### src/sv/wsfr_pkg.sv
// ----------------------------------------------------------------------------
// wsfr_pkg
// Field layout, opcodes and status codes of the fragment reassembler.
// ----------------------------------------------------------------------------
package wsfr_pkg;

    localparam int OP_W    = 4;
    localparam int SIZE_W  = 13;
    localparam int BYTE_W  = 8;
    localparam int OFF_W   = 12;
    localparam int KIND_W  = 2;
    localparam int STAT_W  = 2;

    // Input tdata layout, lowest bit first
    localparam int S_OP_LO    = 0;
    localparam int S_FIN_LO   = S_OP_LO + OP_W;
    localparam int S_FSIZE_LO = S_FIN_LO + 1;
    localparam int S_LEN_LO   = S_FSIZE_LO + SIZE_W;
    localparam int S_BYTE_LO  = S_LEN_LO + SIZE_W;
    localparam int S_USED_W   = S_BYTE_LO + BYTE_W;
    localparam int S_DATA_W   = ((S_USED_W + 7) / 8) * 8;

    // Output tdata layout, lowest bit first
    localparam int M_WV_LO    = 0;
    localparam int M_OFF_LO   = M_WV_LO + 1;
    localparam int M_BYTE_LO  = M_OFF_LO + OFF_W;
    localparam int M_STAT_LO  = M_BYTE_LO + BYTE_W;
    localparam int M_KIND_LO  = M_STAT_LO + STAT_W;
    localparam int M_LEN_LO   = M_KIND_LO + KIND_W;
    localparam int M_USED_W   = M_LEN_LO + SIZE_W;
    localparam int M_DATA_W   = ((M_USED_W + 7) / 8) * 8;

    localparam logic [OP_W-1:0] OP_CONT      = 4'd0;
    localparam logic [OP_W-1:0] OP_TEXT      = 4'd1;
    localparam logic [OP_W-1:0] OP_BINARY    = 4'd2;
    localparam logic [OP_W-1:0] OP_CTRL_LO   = 4'd8;
    localparam logic [OP_W-1:0] OP_CTRL_HI   = 4'd10;

    localparam logic [SIZE_W-1:0] CTRL_MAX_BYTES = 13'd125;

    localparam logic [KIND_W-1:0] KIND_NONE = 2'd0;

    typedef enum logic [STAT_W-1:0] {
        ST_MID      = 2'd0,
        ST_ACCEPTED = 2'd1,
        ST_COMPLETE = 2'd2,
        ST_REJECTED = 2'd3
    } status_t;

endpackage

### src/sv/websocket_fragment_reassembler_top.sv
// ----------------------------------------------------------------------------
// websocket_fragment_reassembler_top
// Reassembles websocket message fragments one payload byte per item.
// ----------------------------------------------------------------------------
// Each input item carries one payload byte plus the header facts of the frame
// it belongs to. The first item of a chunk (s_tuser) judges the whole chunk:
// control frames (opcodes 8 to 10) pass with fin set and at most 125 bytes and
// are never stored; text and binary frames open a message, continuations
// extend one that still expects more. Accepted bytes leave with their message
// offset; the item flagged s_tlast reports accepted, complete or rejected, and
// the bytes of a rejected chunk are dropped. Every input item yields exactly
// one result item. Throughput is one item per cycle while the output does not
// stall. The block has two register stages: an input register feeds a single
// stage of compare and add logic that updates the reassembly state and loads
// the result register, whose valid bit drives m_tvalid. With both
// registers full, s_tready falls in the same cycle as m_tready; an empty input
// register still takes one item while a result waits. MESSAGE_CAPACITY
// bounds the message size and sets the width of the byte counter; offsets and
// lengths on the output are the low bits of that counter.
// ----------------------------------------------------------------------------
module websocket_fragment_reassembler_top #(
    parameter int MESSAGE_CAPACITY = 4096
) (
    input  logic                          clk,
    input  logic                          rst_n,
    input  logic                          s_tvalid,
    output logic                          s_tready,
    // opcode[3:0], fin[4], frame_bytes[17:5], chunk_length[30:18],
    // payload_byte[38:31], zero fill above
    input  logic [wsfr_pkg::S_DATA_W-1:0] s_tdata,
    input  logic                          s_tlast,   // last_of_chunk
    input  logic                          s_tuser,   // first_of_chunk
    output logic                          m_tvalid,
    input  logic                          m_tready,
    // write_valid[0], write_offset[12:1], write_byte[20:13], status[22:21],
    // message_kind[24:23], message_length[37:25], zero fill above
    output logic [wsfr_pkg::M_DATA_W-1:0] m_tdata
);
    import wsfr_pkg::*;

    localparam int CNT_W = $clog2(MESSAGE_CAPACITY + 1);
    localparam int CMP_W = ((CNT_W > SIZE_W) ? CNT_W : SIZE_W) + 1;
    localparam logic [CMP_W-1:0] CAP_C = CMP_W'(MESSAGE_CAPACITY);

    // Input register
    logic              in_valid_reg;
    logic [OP_W-1:0]   op_reg;
    logic              fin_reg;
    logic [SIZE_W-1:0] fsize_reg;
    logic [SIZE_W-1:0] len_reg;
    logic [BYTE_W-1:0] byte_reg;
    logic              first_reg;
    logic              last_reg;

    // Reassembly state
    logic              inside_frame_reg, inside_frame_next;
    logic              expect_more_reg, expect_more_next;
    logic [CNT_W-1:0]  gathered_reg, gathered_next;
    logic [SIZE_W-1:0] cur_fsize_reg, cur_fsize_next;
    logic [SIZE_W-1:0] progress_reg, progress_next;
    logic [KIND_W-1:0] kind_reg, kind_next;
    logic              drop_rest_reg, drop_rest_next;
    logic              chunk_open_reg, chunk_open_next;
    logic [SIZE_W-1:0] chunk_left_reg, chunk_left_next;
    logic              chunk_fin_reg, chunk_fin_next;
    logic              chunk_ctrl_reg, chunk_ctrl_next;

    // Result register
    logic                  out_valid_reg;
    logic [M_DATA_W-1:0]   out_data_reg, out_data_next;

    logic advance;
    logic ok;
    logic wv;
    logic [OFF_W-1:0] woff;
    logic [BYTE_W-1:0] wbyte;
    status_t status;
    logic [CMP_W-1:0] gathered_wide;
    logic [CMP_W-1:0] room;
    logic [CMP_W-1:0] len_wide;
    logic [CMP_W-1:0] fsize_wide;

    assign advance  = !out_valid_reg || m_tready;
    assign s_tready = !in_valid_reg || advance;
    assign m_tvalid = out_valid_reg;
    assign m_tdata  = out_data_reg;

    assign len_wide   = CMP_W'(len_reg);
    assign fsize_wide = CMP_W'(fsize_reg);

    always_comb
    begin
        inside_frame_next = inside_frame_reg;
        expect_more_next  = expect_more_reg;
        gathered_next     = gathered_reg;
        cur_fsize_next    = cur_fsize_reg;
        progress_next     = progress_reg;
        kind_next         = kind_reg;
        drop_rest_next    = drop_rest_reg;
        chunk_open_next   = chunk_open_reg;
        chunk_left_next   = chunk_left_reg;
        chunk_fin_next    = chunk_fin_reg;
        chunk_ctrl_next   = chunk_ctrl_reg;
        ok                = 1'b1;
        room              = '0;
        wv                = 1'b0;
        woff              = '0;
        wbyte             = '0;
        status            = ST_MID;
        gathered_wide     = '0;

        // Judge the whole chunk on its first item
        if (first_reg)
        begin
            chunk_open_next = 1'b1;
            chunk_fin_next  = fin_reg;
            chunk_left_next = '0;
            if (op_reg >= OP_CTRL_LO)
            begin
                chunk_ctrl_next = 1'b1;
                ok = (op_reg <= OP_CTRL_HI) && fin_reg && (fsize_reg <= CTRL_MAX_BYTES);
            end
            else
            begin
                chunk_ctrl_next = 1'b0;
                if (!inside_frame_reg)
                begin
                    if (op_reg == OP_TEXT || op_reg == OP_BINARY)
                    begin
                        if (expect_more_reg)
                        begin
                            ok = 1'b0;
                        end
                        else
                        begin
                            gathered_next = '0;
                            kind_next     = op_reg[KIND_W-1:0];
                        end
                    end
                    else if (op_reg != OP_CONT || !expect_more_reg)
                    begin
                        ok = 1'b0;
                    end
                    if (ok)
                    begin
                        room = CAP_C - CMP_W'(gathered_next);
                        if (fsize_wide > room)
                        begin
                            ok = 1'b0;
                        end
                        else
                        begin
                            cur_fsize_next    = fsize_reg;
                            progress_next     = '0;
                            inside_frame_next = 1'b1;
                        end
                    end
                end
                if (ok)
                begin
                    room = CAP_C - CMP_W'(gathered_next);
                    if (fsize_reg != cur_fsize_next)
                        ok = 1'b0;
                    else if (len_reg > (cur_fsize_next - progress_next))
                        ok = 1'b0;
                    else if (len_wide > room)
                        ok = 1'b0;
                end
            end
            if (ok)
            begin
                drop_rest_next = 1'b0;
                if (!chunk_ctrl_next)
                    chunk_left_next = len_reg;
            end
            else
            begin
                drop_rest_next = 1'b1;
            end
        end

        // Store the byte while the accepted chunk has bytes left
        if (chunk_open_next && !drop_rest_next && !chunk_ctrl_next && chunk_left_next != '0)
        begin
            gathered_wide   = CMP_W'(gathered_next);
            wv              = 1'b1;
            woff            = gathered_wide[OFF_W-1:0];
            wbyte           = byte_reg;
            gathered_next   = gathered_next + 1'b1;
            progress_next   = progress_next + 1'b1;
            chunk_left_next = chunk_left_next - 1'b1;
        end

        // Report the verdict on the last item and close the chunk
        if (last_reg)
        begin
            if (!chunk_open_next || drop_rest_next)
                status = ST_REJECTED;
            else if (chunk_ctrl_next)
                status = ST_ACCEPTED;
            else if (progress_next != cur_fsize_next)
                status = ST_ACCEPTED;
            else
            begin
                inside_frame_next = 1'b0;
                expect_more_next  = !chunk_fin_next;
                status            = chunk_fin_next ? ST_COMPLETE : ST_ACCEPTED;
            end
            chunk_open_next = 1'b0;
            chunk_left_next = '0;
            drop_rest_next  = 1'b0;
            chunk_ctrl_next = 1'b0;
        end

        gathered_wide = CMP_W'(gathered_next);
        out_data_next = '0;
        out_data_next[M_WV_LO]                    = wv;
        out_data_next[M_OFF_LO +: OFF_W]          = woff;
        out_data_next[M_BYTE_LO +: BYTE_W]        = wbyte;
        out_data_next[M_STAT_LO +: STAT_W]        = status;
        out_data_next[M_KIND_LO +: KIND_W]        = kind_next;
        out_data_next[M_LEN_LO +: SIZE_W]         = gathered_wide[SIZE_W-1:0];
    end

    // Input register: take an item whenever the stage below frees up
    always_ff @(posedge clk or negedge rst_n)
    begin
        if (!rst_n)
        begin
            in_valid_reg <= 1'b0;
        end
        else if (s_tready)
        begin
            in_valid_reg <= s_tvalid;
        end
    end

    always_ff @(posedge clk)
    begin
        if (s_tready && s_tvalid)
        begin
            op_reg    <= s_tdata[S_OP_LO +: OP_W];
            fin_reg   <= s_tdata[S_FIN_LO];
            fsize_reg <= s_tdata[S_FSIZE_LO +: SIZE_W];
            len_reg   <= s_tdata[S_LEN_LO +: SIZE_W];
            byte_reg  <= s_tdata[S_BYTE_LO +: BYTE_W];
            first_reg <= s_tuser;
            last_reg  <= s_tlast;
        end
    end

    // State and result register: advance when the result slot is free
    always_ff @(posedge clk or negedge rst_n)
    begin
        if (!rst_n)
        begin
            out_valid_reg    <= 1'b0;
            inside_frame_reg <= 1'b0;
            expect_more_reg  <= 1'b0;
            gathered_reg     <= '0;
            cur_fsize_reg    <= '0;
            progress_reg     <= '0;
            kind_reg         <= KIND_NONE;
            drop_rest_reg    <= 1'b0;
            chunk_open_reg   <= 1'b0;
            chunk_left_reg   <= '0;
            chunk_fin_reg    <= 1'b0;
            chunk_ctrl_reg   <= 1'b0;
        end
        else if (advance)
        begin
            out_valid_reg <= in_valid_reg;
            if (in_valid_reg)
            begin
                inside_frame_reg <= inside_frame_next;
                expect_more_reg  <= expect_more_next;
                gathered_reg     <= gathered_next;
                cur_fsize_reg    <= cur_fsize_next;
                progress_reg     <= progress_next;
                kind_reg         <= kind_next;
                drop_rest_reg    <= drop_rest_next;
                chunk_open_reg   <= chunk_open_next;
                chunk_left_reg   <= chunk_left_next;
                chunk_fin_reg    <= chunk_fin_next;
                chunk_ctrl_reg   <= chunk_ctrl_next;
            end
        end
    end

    always_ff @(posedge clk)
    begin
        if (advance && in_valid_reg)
        begin
            out_data_reg <= out_data_next;
        end
    end

endmodule

### config.mk
export PLATFORM = sky130hd
export DESIGN_NAME = websocket_fragment_reassembler_top
export DESIGN_NICKNAME = d
export VERILOG_FILES = /design/src/sv/wsfr_pkg.sv /design/src/sv/websocket_fragment_reassembler_top.sv
export SDC_FILE = /design/constraint.sdc
export NUM_CORES = 1
export LEC_CHECK = 0
export BUFFER_PORTS_ARGS = -buffer_cell sky130_fd_sc_hd__buf_4
export CORE_MARGIN = 4
export CORE_UTILIZATION = 60
export DETAILED_ROUTE_END_ITERATION = 16
export GPL_ROUTABILITY_DRIVEN = 0
export PLACE_DENSITY = 0.82
export SLEW_MARGIN = 20
export SYNTH_ARGS = -nofsm -noshare
export SYNTH_HDL_FRONTEND = slang
export SYNTH_SLANG_ARGS = --single-unit
### constraint.sdc
create_clock -name clk -period 14.86 [get_ports clk]
set_input_delay 0.743 -clock clk [delete_from_list [all_inputs] [get_ports clk]]
set_output_delay 0.743 -clock clk [all_outputs]
set_load 0.05 [all_outputs]
==> flow_summary.json <==
{
  "cts_resized": 0,
  "period_share_pct": 79.61,
  "powerDensity_nw_per_um2": 156.8,
  "synth_top_area_share_pct": 25.98,
  "root_buffer": "clkbuf_16",
  "syn_area_um2": 9133,
  "yosysWarningCount": 0,
  "cts_sinks": 141,
  "fin_crit_ns": 11.83,
  "cts_tree": "yes",
  "dieArea_um2": 17260,
  "ctsHoldBuffers": 0,
  "p_leak_uw": 0.004413,
  "io_buffers": 84,
  "worst-path-max-fanout": 25,
  "antenna_cells": 0,
  "cts_inserted_buffers": 17,
  "final_layout_size_suffix_gt1_share_pct": 15.73,
  "drt-total-wl_um": 22530,
  "fin_ws_ns": 3.030,
  "core_area_um2": 14700,
  "syn_avg_cell_area_um2": 9.685,
  "critical_path_class": "reg -> reg",
  "yosys.cell_count.top_type": "nand2_1",
  "finalSetupTns_ns": 0,
  "ir_drop_v": 0.0001231,
  "grt_usage_pct": 25.98,
  "finClkSkew_ns": 0.009756,
  "start_util_pct": 62.13,
  "die_x_um": 131.4,
  "grt_start_max_net_pins": 63,
  "fmax_mhz": 84.53,
  "clk_pin_slew_ns": 0.07,
  "post-place-ws_ns": 3.230,
  "clk_latency_ns": 0.44,
  "antenna_found_initial": 0,
  "cp.arrival_ns": 12.15,
  "drc_errors": 0,
  "ant_nets": 0,
  "maxCapViolCount": 0,
  "postCtsSetupBuffers": 0,
  "clockBufferDepth": 2,
  "pin_count": 88,
  "die_h_um": 131.4,
  "hold_viol_final": 0,
  "viasPerCell": 6.369,
  "setup_viol": 0,
  "ys_ff_latch": 141,
  "cpPeakStageDelay_ns": 0.73,
  "largest_reg_flops": 38,
  "rsz0062_at_grt": "false",
  "ys.flop_type": "edfxtp_1",
  "drtIter0Drc": 906,
  "synth-seq-area-share_pct": 42.96,
  "grt_pass1_wl_um": 36300,
  "hold_class": "in -> async",
  "start_kind": "flip-flop",
  "area_delta_synth_final_pct": 14.23,
  "critPathSlowestCell": "or4_1",
  "first_pass_iters": 6,
  "final_cell_count_no_fill": 1195,
  "maxSlewViolCount": 0,
  "synth_commonest_cells": "nand2_1 (131), edfxtp_1 (79), dfrtp_1 (62)",
  "dpl.hpwl_um": 15420,
  "yosysTopAreaCell": "edfxtp_1",
  "synth_cell_type_count": 74,
  "synthTopCellsByArea": "edfxtp_1 (26%), dfrtp_1 (17%), ha_1 (7.7%)",
  "grt_overflow": 0,
  "grt_pass1_vias": 7209,
  "status": "complete, no violations",
  "end_kind": "flip-flop",
  "async_flop_share_pct": 43.97,
  "via_count": 7611,
  "synth_edf_count": 79,
  "rows": 44,
  "fin_nets": 1101,
  "maxSlewHeadroom_pct": 27.40,
  "syn_inst": 943,
  "cp.required_ns": 15.18,
  "cts_htree_levels": 4,
  "wl_per_cell_um": 18.85,
  "place_inst": 1163,
  "tightest_slew_ns": 1.089
}
logic make-up (layout without fill, tap and decap cells):
logic type / Yosys count / count (layout) / synth area share, %
buffers and inverters: 77 / 144 / 3.384
xor gates and xnor gates: 70 / 70 / 6.713
adders and majority gates: 57 / 57 / 7.891
and+or+nand+nor: 353 / 353 / 19.62
muxes: 28 / 28 / 3.343
DFF: 141 / 141 / 42.96
AOI/OAI and AO/OA: 216 / 216 / 16.04
other: 1 / 2 / 0.04106
where the power goes:
part / switching [uW] / total, uW / leakage [uW] / internal [uW]
clock: 196 / 422 / 0.000289 / 226
combinational: 380 / 678 / 0.00253 / 298
sequential: 68.2 / 537 / 0.00159 / 469
total: 644 / 1640 / 0.00441 / 992
path summary, 6_finish.rpt:
check | from | end | slack, ns | cells after the start
setup / recovery | op_reg[0] | expect_more_reg | 3.03 | 45
hold reg to reg | in_valid_reg | m_tvalid | 0.50 | 1
setup reg to reg | op_reg[0] | expect_more_reg | 3.03 | 45
hold / removal | rst_n | chunk_left_reg[6] | 0.41 | 1
max in group asynchronous | rst_n | progress_reg[1] | 13.89 | 1
min in group clk | s_tdata[29] | len_reg[11] | 0.48 | 1
final cells by class:
type	count	area, um2
Multi-Input combinational cell	726	4916
Fill cell	1104	4267
Sequential cell	141	3924
Timing Repair Buffer	91	683.2
Clock buffer	17	425.4
Tap cell	184	230.2
Clock inverter	15	175.2
Inverter	21	78.83
through the flow:
stage               power [uW]  area (um2)  utilization, %  hold slack (ns)
floorplan                 1050        9136               -           0.4474
finish                    1636       10430           70.97           0.4108
detailed placement        1212        9832           66.89           0.4861
global route              1740       10430           70.97           0.4611
global placement          1187        9832           66.89           0.4688
CTS                       1636       10430           70.97           0.4402
critical path: cells and delay by family, from the launching register on:
kind                     cells  cell delay, ns
AND/OR/NAND/NOR             17            5.53
flip-flops                   1            0.48
XOR/XNOR                     2            0.34
adder cells (fa/ha/maj)      6            1.73
buffers and inverters        1            0.06
multiplexers                 2            0.71
AO/OA/AOI/OAI               17            2.80
cell usage in the layout, fill, tap and decap left out, types with 14 or more instances in the layout:
cell type,count
nand2b_1,17
o21ai_0,43
xnor2_1,42
buf_4,91
edfxtp_1,79
a21oi_1,42
dfrtp_1,62
mux2_2,18
and3_1,20
nand4_1,20
nor3_1,18
a21o_1,19
a31oi_1,15
o31ai_1,15
nand2_1,131
xor2_1,28
nand3_1,19
or3_1,14
inv_1,18
nor2_1,45
and2_1,21
clkbuf_16,17
ha_1,56
layer usage:
| layer | vias to the layer above | GRT usage (%) | wire length, um |
|---|---|---|---|
| met3 | 69 | 5.581 | 1968 |
| met2 | 403 | 40.81 | 10410 |
| met4 | 0 | 11.32 | 811 |
| met1 | 3565 | 35.12 | 9342 |
| li1 | 3574 | - | - |
| met5 | - | 0 | 0 |
(Power assumes the default switching activity.)
